**config.mk**
```make
export PLATFORM = sky130hd
export DESIGN_NAME = round_robin_schedule_sim_flat
export DESIGN_NICKNAME = d
export VERILOG_FILES = /design/src/rrs_pkg.sv /design/src/rrs_if.sv /design/src/round_robin_schedule_sim.sv /design/src/flat_wrapper.sv
export SDC_FILE = /design/constraint.sdc
export NUM_CORES = 2
export LEC_CHECK = 0
export ABC_AREA = 1
export CORE_UTILIZATION = 52
export DETAILED_ROUTE_END_ITERATION = 10
export DONT_BUFFER_PORTS = 1
export PLACE_DENSITY = 0.75
export SETUP_SLACK_MARGIN = 0.1
export SLEW_MARGIN = 0
export SYNTH_ARGS = -nofsm -noshare
export SYNTH_HDL_FRONTEND = slang
export SYNTH_SLANG_ARGS = --single-unit
```
**constraint.sdc**
```tcl
create_clock -name clk -period 11.4 [get_ports clk]
set_input_delay 1.71 -clock clk [delete_from_list [all_inputs] [get_ports clk]]
set_output_delay 1.71 -clock clk [all_outputs]
set_load 0.05 [all_outputs]
```
**src/rrs_pkg.sv**
```systemverilog
package rrs_pkg;

  localparam int unsigned TimeW  = 32;
  localparam int unsigned FieldW = 16;
  localparam int unsigned IdW    = 5;

  typedef struct packed {
    logic [FieldW-1:0] arrive_at;
    logic [FieldW-1:0] need_time;
    logic              last_process;
  } in_item_t;

  typedef struct packed {
    logic [IdW-1:0]   process_id;
    logic [TimeW-1:0] finish_time;
    logic [TimeW-1:0] turnaround;
    logic [TimeW-1:0] waiting;
    logic [TimeW-1:0] total_waiting;
    logic [TimeW-1:0] total_turnaround;
    logic             overflowed;
    logic             last_result;
  } out_item_t;

  // One table row: arrival, burst, remaining time and load-order id
  typedef struct packed {
    logic [FieldW-1:0] arr;
    logic [FieldW-1:0] bur;
    logic [FieldW-1:0] rem;
    logic [IdW-1:0]    id;
  } entry_t;

  function automatic logic [TimeW-1:0] sat_add(input logic [TimeW-1:0] a,
                                               input logic [TimeW-1:0] b);
    logic [TimeW:0] s;
    s = {1'b0, a} + {1'b0, b};
    return s[TimeW] ? {TimeW{1'b1}} : s[TimeW-1:0];
  endfunction

endpackage

```
**src/rrs_if.sv**
```systemverilog
interface rrs_in_if;
  logic               valid;
  logic               ready;
  rrs_pkg::in_item_t  data;
  modport source (output valid, output data, input ready);
  modport sink   (input valid, input data, output ready);
endinterface

interface rrs_out_if;
  logic               valid;
  logic               ready;
  rrs_pkg::out_item_t data;
  modport source (output valid, output data, input ready);
  modport sink   (input valid, input data, output ready);
endinterface

interface rrs_cfg_if;
  logic        valid;
  logic        ready;
  logic [15:0] data;
  modport source (output valid, output data, input ready);
  modport sink   (input valid, input data, output ready);
endinterface

```
**src/round_robin_schedule_sim.sv**
```systemverilog
// Round-robin scheduling simulator.
// in_ch carries process records (arrival, burst, last flag); the id of a
// record is its load order. Records past the table depth are dropped and
// the run is marked overflowed. A record with last_process set starts the
// run: the table is exchange-sorted by arrival, then a round-robin
// simulation with the slice in cfg is stepped, one table entry per scan step.
// out_ch gives one completion record per process, in completion order,
// with last_result on the final one.
// Non-final records are accepted whenever the block is idle. After the final
// record the block is busy with the sort (none for a single record), then
// with the scan steps and the completions; every step goes through the single
// read port of the entry table.
// in_ch.ready is high only while no run is in progress. cfg is always ready;
// the user is to write it between runs, as the block does not enforce this.
// Reset empties the table and sets the slice to 4. If the receiver stalls,
// the finished record is held in the output register and the simulation
// waits before producing the next one.
module round_robin_schedule_sim #(
  parameter int unsigned MAX_PROCESSES = 32
) (
  input  logic      clk,
  input  logic      rst,
  rrs_cfg_if.sink   cfg,
  rrs_in_if.sink    in_ch,
  rrs_out_if.source out_ch
);
  import rrs_pkg::*;

  localparam int unsigned IW = (MAX_PROCESSES > 1) ? $clog2(MAX_PROCESSES) : 1;
  localparam int unsigned CW = $clog2(MAX_PROCESSES + 1);

  localparam logic [3:0] ST_IDLE  = 4'd0;
  localparam logic [3:0] ST_S_RDI = 4'd1;
  localparam logic [3:0] ST_S_LDI = 4'd2;
  localparam logic [3:0] ST_S_CMP = 4'd3;
  localparam logic [3:0] ST_S_WRI = 4'd4;
  localparam logic [3:0] ST_FIRST = 4'd5;
  localparam logic [3:0] ST_CHK   = 4'd6;
  localparam logic [3:0] ST_RUN   = 4'd7;
  localparam logic [3:0] ST_NEXT  = 4'd8;
  localparam logic [3:0] ST_CALC  = 4'd9;
  localparam logic [3:0] ST_WAIT  = 4'd10;
  localparam logic [3:0] ST_EMIT  = 4'd11;

  logic [3:0]         state, state_next;
  logic [FieldW-1:0]  time_slice;
  logic [CW-1:0]      loaded_count, n_total;
  logic               dropped_flag;
  logic [TimeW-1:0]   sim_time;
  logic [IW-1:0]      scan_index, si, sj;
  logic [CW-1:0]      unfinished_count;
  logic [MAX_PROCESSES-1:0] fin;
  entry_t             cur, done_e;
  logic [TimeW-1:0]   ta, wt, tot_wait, tot_turn;

  entry_t             mem [MAX_PROCESSES];
  entry_t             rdata;
  logic [IW-1:0]      raddr, waddr, first_idx;
  logic               we;
  entry_t             wdata;

  logic [FieldW-1:0]  slice_eff;
  logic               in_xfer, has_room, out_free;
  logic [CW-1:0]      scan_p1, si_p1, sj_p1;

  assign slice_eff = (time_slice == '0) ? FieldW'(1) : time_slice;
  assign in_xfer   = in_ch.valid && in_ch.ready;
  assign has_room  = loaded_count < CW'(MAX_PROCESSES);
  assign out_free  = !out_ch.valid || out_ch.ready;
  assign scan_p1   = CW'(scan_index) + CW'(1);
  assign si_p1     = CW'(si) + CW'(1);
  assign sj_p1     = CW'(sj) + CW'(1);
  assign in_ch.ready = (state == ST_IDLE);
  assign cfg.ready   = 1'b1;

  // Pick the lowest unfinished entry, which has the earliest arrival
  always_comb begin
    first_idx = '0;
    for (int k = MAX_PROCESSES - 1; k >= 0; k--) begin
      if (!fin[k]) first_idx = IW'(k);
    end
  end

  // Table memory, one write and one registered read per cycle
  always_ff @(posedge clk) begin
    if (we) mem[waddr] <= wdata;
    rdata <= mem[raddr];
  end

  always_comb begin
    state_next = state;
    raddr = scan_index;
    we    = 1'b0;
    waddr = scan_index;
    wdata = rdata;
    unique case (state)
      ST_IDLE: begin
        waddr = loaded_count[IW-1:0];
        wdata.arr = in_ch.data.arrive_at;
        wdata.bur = in_ch.data.need_time;
        wdata.rem = in_ch.data.need_time;
        wdata.id  = IdW'(loaded_count);
        we = in_xfer && has_room;
        if (in_xfer && in_ch.data.last_process) begin
          state_next = (n_total >= CW'(2)) ? ST_S_RDI : ST_FIRST;
        end
      end
      ST_S_RDI: begin
        raddr = si;
        state_next = ST_S_LDI;
      end
      ST_S_LDI: begin
        raddr = si_p1[IW-1:0];
        state_next = ST_S_CMP;
      end
      ST_S_CMP: begin
        waddr = sj;
        wdata = cur;
        we = rdata.arr < cur.arr;
        raddr = sj_p1[IW-1:0];
        if (sj_p1 >= loaded_count) state_next = ST_S_WRI;
      end
      ST_S_WRI: begin
        waddr = si;
        wdata = cur;
        we = 1'b1;
        state_next = (si_p1 + CW'(1) < loaded_count) ? ST_S_RDI : ST_FIRST;
      end
      ST_FIRST: begin
        raddr = first_idx;
        state_next = ST_CHK;
      end
      ST_CHK: begin
        raddr = scan_index;
        state_next = ST_RUN;
      end
      ST_RUN: begin
        raddr = scan_p1[IW-1:0];
        if (!fin[scan_index] && TimeW'(rdata.arr) <= sim_time) begin
          if (rdata.rem <= slice_eff) begin
            state_next = ST_CALC;
          end else begin
            wdata.rem = rdata.rem - slice_eff;
            we = 1'b1;
            state_next = (scan_p1 >= loaded_count) ? ST_FIRST : ST_NEXT;
          end
        end else begin
          state_next = (scan_p1 >= loaded_count) ? ST_FIRST : ST_NEXT;
        end
      end
      ST_NEXT: begin
        state_next = ST_FIRST;
      end
      ST_CALC: state_next = ST_WAIT;
      ST_WAIT: state_next = ST_EMIT;
      ST_EMIT: begin
        raddr = scan_p1[IW-1:0];
        if (out_free) begin
          if (unfinished_count == '0) state_next = ST_IDLE;
          else if (scan_p1 >= loaded_count) state_next = ST_FIRST;
          else state_next = ST_NEXT;
        end
      end
      default: state_next = ST_IDLE;
    endcase
  end

  // Table size for the run, counting a record accepted in this cycle
  assign n_total = loaded_count + CW'(has_room);

  // Control state and run bookkeeping
  always_ff @(posedge clk) begin
    if (rst) begin
      state            <= ST_IDLE;
      time_slice       <= FieldW'(4);
      loaded_count     <= '0;
      dropped_flag     <= 1'b0;
      sim_time         <= '0;
      scan_index       <= '0;
      unfinished_count <= '0;
      out_ch.valid     <= 1'b0;
    end else begin
      state <= state_next;
      if (cfg.valid) time_slice <= cfg.data;
      // Raise valid on a new record, drop it once the transfer completes
      if (state == ST_EMIT && out_free) out_ch.valid <= 1'b1;
      else if (out_ch.ready) out_ch.valid <= 1'b0;
      unique case (state)
        ST_IDLE: begin
          if (in_xfer) begin
            if (has_room) loaded_count <= loaded_count + CW'(1);
            else dropped_flag <= 1'b1;
            if (in_ch.data.last_process) begin
              unfinished_count <= n_total;
              sim_time   <= '0;
              scan_index <= '0;
            end
          end
        end
        ST_CHK: begin
          if (TimeW'(rdata.arr) > sim_time) sim_time <= TimeW'(rdata.arr);
        end
        ST_RUN: begin
          if (!fin[scan_index] && TimeW'(rdata.arr) <= sim_time) begin
            if (rdata.rem <= slice_eff) begin
              sim_time <= sim_time + TimeW'(rdata.rem);
              unfinished_count <= unfinished_count - CW'(1);
            end else begin
              sim_time <= sim_time + TimeW'(slice_eff);
              if (scan_p1 >= loaded_count) scan_index <= '0;
            end
          end else if (scan_p1 >= loaded_count) begin
            scan_index <= '0;
          end
        end
        ST_NEXT: begin
          scan_index <= (TimeW'(rdata.arr) <= sim_time) ? scan_p1[IW-1:0] : '0;
        end
        ST_EMIT: begin
          if (out_free) begin
            if (unfinished_count == '0) begin
              loaded_count <= '0;
              dropped_flag <= 1'b0;
              sim_time     <= '0;
              scan_index   <= '0;
            end else if (scan_p1 >= loaded_count) begin
              scan_index <= '0;
            end
          end
        end
        default: ;
      endcase
    end
  end

  // Sort indexes, finished bits, completion math and output payload
  always_ff @(posedge clk) begin
    case (state)
      ST_IDLE: begin
        si <= '0;
        tot_wait <= '0;
        tot_turn <= '0;
        if (in_xfer && in_ch.data.last_process) begin
          for (int k = 0; k < MAX_PROCESSES; k++) fin[k] <= (CW'(k) >= n_total);
        end
      end
      ST_S_LDI: begin
        cur <= rdata;
        sj  <= si_p1[IW-1:0];
      end
      ST_S_CMP: begin
        if (rdata.arr < cur.arr) cur <= rdata;
        sj <= sj_p1[IW-1:0];
      end
      ST_S_WRI: si <= si_p1[IW-1:0];
      ST_RUN: begin
        done_e <= rdata;
        if (!fin[scan_index] && TimeW'(rdata.arr) <= sim_time && rdata.rem <= slice_eff) begin
          fin[scan_index] <= 1'b1;
        end
      end
      ST_CALC: ta <= sim_time - TimeW'(done_e.arr);
      ST_WAIT: wt <= (ta >= TimeW'(done_e.bur)) ? ta - TimeW'(done_e.bur) : '0;
      ST_EMIT: begin
        if (out_free) begin
          tot_wait <= sat_add(tot_wait, wt);
          tot_turn <= sat_add(tot_turn, ta);
          out_ch.data.process_id       <= done_e.id;
          out_ch.data.finish_time      <= sim_time;
          out_ch.data.turnaround       <= ta;
          out_ch.data.waiting          <= wt;
          out_ch.data.total_waiting    <= sat_add(tot_wait, wt);
          out_ch.data.total_turnaround <= sat_add(tot_turn, ta);
          out_ch.data.overflowed       <= dropped_flag;
          out_ch.data.last_result      <= (unfinished_count == '0);
        end
      end
      default: ;
    endcase
  end

  // Finished bits, unused rows included, and the unfinished count cover the table
  a_fin_count: assert property (@(posedge clk) disable iff (rst)
    (state != ST_IDLE) |->
      ((CW'($countones(fin)) + unfinished_count) == CW'(MAX_PROCESSES)))
    else $error("finished bits disagree with unfinished count");

  // The final completion record closes the run
  a_last_idle: assert property (@(posedge clk) disable iff (rst)
    ($rose(out_ch.valid) && out_ch.data.last_result) |-> (state == ST_IDLE))
    else $error("run still active after final record");

  // Table fill never passes its depth
  a_fill: assert property (@(posedge clk) disable iff (rst)
    loaded_count <= CW'(MAX_PROCESSES))
    else $error("table fill past depth");

  // Idle means nothing left to run
  a_idle_empty: assert property (@(posedge clk) disable iff (rst)
    (state == ST_IDLE) |-> (unfinished_count == '0))
    else $error("unfinished work while idle");

endmodule
```
**src/flat_wrapper.sv**
```systemverilog
// flat-port wrapper written by rule: the top's interface ports become plain ports
module round_robin_schedule_sim_flat import rrs_pkg::*;
#(
  parameter int unsigned MAX_PROCESSES = 32
)
  (clk, rst, cfg_valid, cfg_data, cfg_ready, in_ch_valid, in_ch_data, in_ch_ready, out_ch_valid, out_ch_data, out_ch_ready);
  rrs_cfg_if cfg_i ();
  rrs_in_if in_ch_i ();
  rrs_out_if out_ch_i ();
  input  logic clk;
  input  logic rst;
  input wire logic [$bits(cfg_i.valid)-1:0] cfg_valid;
  input wire logic [$bits(cfg_i.data)-1:0] cfg_data;
  output wire logic [$bits(cfg_i.ready)-1:0] cfg_ready;
  input wire logic [$bits(in_ch_i.valid)-1:0] in_ch_valid;
  input wire logic [$bits(in_ch_i.data)-1:0] in_ch_data;
  output wire logic [$bits(in_ch_i.ready)-1:0] in_ch_ready;
  output wire logic [$bits(out_ch_i.valid)-1:0] out_ch_valid;
  output wire logic [$bits(out_ch_i.data)-1:0] out_ch_data;
  input wire logic [$bits(out_ch_i.ready)-1:0] out_ch_ready;
  assign cfg_i.valid = cfg_valid;
  assign cfg_i.data = cfg_data;
  assign cfg_ready = cfg_i.ready;
  assign in_ch_i.valid = in_ch_valid;
  assign in_ch_i.data = in_ch_data;
  assign in_ch_ready = in_ch_i.ready;
  assign out_ch_valid = out_ch_i.valid;
  assign out_ch_data = out_ch_i.data;
  assign out_ch_i.ready = out_ch_ready;
  round_robin_schedule_sim #(.MAX_PROCESSES(MAX_PROCESSES)) u_core (.clk(clk), .rst(rst), .cfg(cfg_i), .in_ch(in_ch_i), .out_ch(out_ch_i));
endmodule
```
==> flow_summary.toml <==
[run_status]
run_status = "complete, no violations"

[timing]
clock.fmax_ghz = 0.132
maxSlewViolCount = 0
relSlewSlack = 0.0877
layout_setup_ws_ps = 3800
setup_tns_ps = 0
min_period_over_period = 0.667
rsz0062_at_grt = "no"
skew_ps = 36.1
hold_violations = 0
setup_viol = 0
tightest_slew_ps = 1370
fin_crit_ps = 7600

[floorplan]
die_area_sq_um = 199000
fp.coreArea_sq_um = 195000
ios = 224
initial_core_util = 0.524
rows = 162
die_x_um = 446
dieHeight_um = 446

[place]
gp_congestion = 0.950
dpl.hpwl_um = 165000
placed_area_sq_um = 105000
post-place-ws_ps = 3860
portBuffers = 0

[final_layout]
fin_util = 0.575
layout-drive-gt1-share = 0.0573
fillers = 15600
nets = 9897
design_area_sq_um = 112000
register_area_sq_um = 66200
multi_input_area_sq_um = 29200
areaGrowthSynthToFinish_pct = 9.65

[worst_setup_path]
crit_buf_inv = 7
critPathLaunchType = "flip-flop"
rrSetupSlack_ps = 3800
rr_startpoint = "u_core.time_slice[15]$_SDFFE_PP0P_"
max_stage_delay_ps = 760
cp.required_ps = 12160
cp_top_family = "simple AND/OR/NAND/NOR gates"
timing.rr.end = "u_core.sim_time[30]$_SDFFE_PP0P_"
crit_type = "flip-flop to flip-flop"
path_common_cell = "nand2_1"
worstPathMaxFanout = 31
r2r_cells = 41
cp-end-kind = "flip-flop"
arrival_ps = 8360
critPathSlowestCell = "nand2_1"

[clocking]
cts_setup_buffers = 0
cts-root-buf = "clkbuf_16"
cts_sinks = 2247
ctsResizeCount = 0
clock_latency_ps = 870
cts_hold_buf = 0
cts_tree = "done"
clk_pin_slew_ps = 70
h-tree-depth = 4
cts_buffers = 214
clock_path_buffers = 3

[route]
vias_per_cell = 5.89
via_count = 73500
avgRoutedWirePerCell_um = 23.2
wirelength_um = 289000
route.detailed.drc = 0
firstDrtPassIters = 9
ant_nets = 0
drtIter0Drc = 9573

[yosys]
syn_avg_cell_area_sq_um = 10.4
synth-seq-area-share = 0.647
synthFlopType = "edfxtp_1"
synth_fp_nets = 10100
ys.warnings.count = 0
async_flop_share = 0
synth_cells = 9818
synth_area_sq_um = 102000
synth.distinct_cells = 58
synth_edf_count = 2123
synth_seq_cells = 2247

[min_path]
hold_class = "flip-flop to flip-flop"
min_to = "u_core.out_ch.data[163]$_DFFE_PP_"
hold_depth = 0
holdCritStartpoint = "u_core.done_e[1]$_DFFE_PP_"

[global_routing]
grt_max_degree = 205
grt_pass1_wl_um = 428000
antenna_found_initial = 32
grt_pass1_vias = 69400
gr-total-overflow = 0
grt_use_total = 0.285

[pwr]
p_leak_nw = 45.3
peakVddDrop_mv = 0.338
finalPower_mw = 33.2
cellPowerDensity_nw_per_um2 = 296

[flow_run]
drv_cap = 0
## cells in the mapped netlist, types with 28 or more instances
| library cell | count | area share |
|---|---|---|
| dfxtp_1 | 124 | 0.024 |
| ha_1 | 189 | 0.023 |
| buf_2 | 164 | 0.0080 |
| nand3b_1 | 268 | 0.020 |
| o211ai_1 | 29 | 0.0021 |
| xnor2_1 | 35 | 0.0030 |
| nand2_1 | 2194 | 0.081 |
| nand4_1 | 28 | 0.0017 |
| nor3_1 | 28 | 0.0014 |
| nand3_1 | 1925 | 0.094 |
| buf_1 | 86 | 0.0032 |
| a21oi_1 | 299 | 0.015 |
| o21ai_0 | 173 | 0.0085 |
| clkbuf_1 | 250 | 0.0092 |
| edfxtp_1 | 2123 | 0.62 |
| nor2_1 | 280 | 0.010 |
| xor2_1 | 78 | 0.0067 |
| inv_1 | 1299 | 0.048 |
## area by class of cell
cell class	instances	area share
Sequential cell	2247	0.590
Multi-Input combinational cell	5730	0.260
Clock buffer	271	0.0510
Inverter	1310	0.0440
Tap cell	2624	0.0293
Clock inverter	127	0.0133
Timing Repair Buffer	145	0.0110
Antenna cell	21	0.000468
## through the flow
step	hold WS, ps	cells
2_1_floorplan	400	9818
3_3_place_gp	407	12100
3_5_place_dp	405	12100
6_report	419	12500
5_1_grt	429	12500
4_1_cts	419	12500
## layer usage
metal | GRT usage | share of wire
met5 | 0 | 0.00021
met4 | 0.141 | 0.047
met3 | 0.0497 | 0.11
met2 | 0.458 | 0.47
met1 | 0.375 | 0.37
## placed cells by master, fill, tap and decap left out, types with 7 or more instances in the layout
cell       netlist  final
diode_2          0     21
a32oi_1          7      7
inv_1         1299   1298
nand2_1       2194   2190
edfxtp_1      2123   2123
buf_4           23    133
a211oi_1        23     23
o22ai_1          8      8
a21oi_1        299    299
a221oi_1        13     13
a31oi_1         13     13
nand3_1       1925   1924
nor2_1         280    240
o21ai_2         11     14
o21bai_1        10     10
clkbuf_8         0      9
clkbuf_16        0    217
clkbuf_1       250     45
o21ai_0        173    168
inv_6            0     10
dfxtp_1        124    124
a2111oi_0        7      7
or2_2           21     21
a22oi_1         16     12
o211ai_1        29     29
nand3b_1       268    268
nor3_1          28     28
clkinv_2         0     39
ha_1           189    189
buf_12           0     12
xor2_1          78     78
o21a_1           9      9
bufinv_16        0     31
xnor2_1         35     35
nand4_1         28     28
nor2_4           0     38
nor4_1          12     12
clkinv_1         5     38
## logic make-up (layout without fill, tap and decap cells)
logic type | Yosys count | in the layout | share of synthesized area
AOI/OAI and AO/OA | 658 | 658 | 0.0373
xor gates and xnor gates | 113 | 113 | 0.00967
adders and majority gates | 195 | 195 | 0.0243
buffers and inverters | 1841 | 1853 | 0.0710
DFF | 2247 | 2247 | 0.647
other | 1 | 22 | 0.0000367
and+or+nand+nor | 4763 | 4763 | 0.210
## worst max path at each step
stage / start / to / slack, ps / cells after the start
after floorplan: out_ch_ready / u_core.loaded_count[3]$_SDFFE_PP0P_ / 1180 / 9
after global placement: u_core.time_slice[15]$_SDFFE_PP0P_ / u_core.sim_time[30]$_SDFFE_PP0P_ / 3720 / 41
after detailed placement: u_core.time_slice[4]$_SDFFE_PP0P_ / u_core.sim_time[30]$_SDFFE_PP0P_ / 3860 / 41
after CTS: u_core.time_slice[4]$_SDFFE_PP0P_ / u_core.sim_time[30]$_SDFFE_PP0P_ / 3770 / 41
after global routing: u_core.time_slice[15]$_SDFFE_PP0P_ / u_core.sim_time[30]$_SDFFE_PP0P_ / 2840 / 41
final: u_core.time_slice[15]$_SDFFE_PP0P_ / u_core.sim_time[30]$_SDFFE_PP0P_ / 3800 / 41
## flip-flops by register name (all words and copies together) (netlist names), 37 cells and up
name and count:
u_core.out_ch.data 167, u_core.done_e 37, u_core.mem 1696, u_core.rdata 53
u_core.cur 53
## where the power goes
part	total [mW]	internal (mW)	switching (mW)
clock	7.35	4.25	3.10
combinational	13.9	3.46	10.4
sequential	11.9	11.5	0.461
total	33.2	19.2	14.0
(Power assumes the default switching activity.)
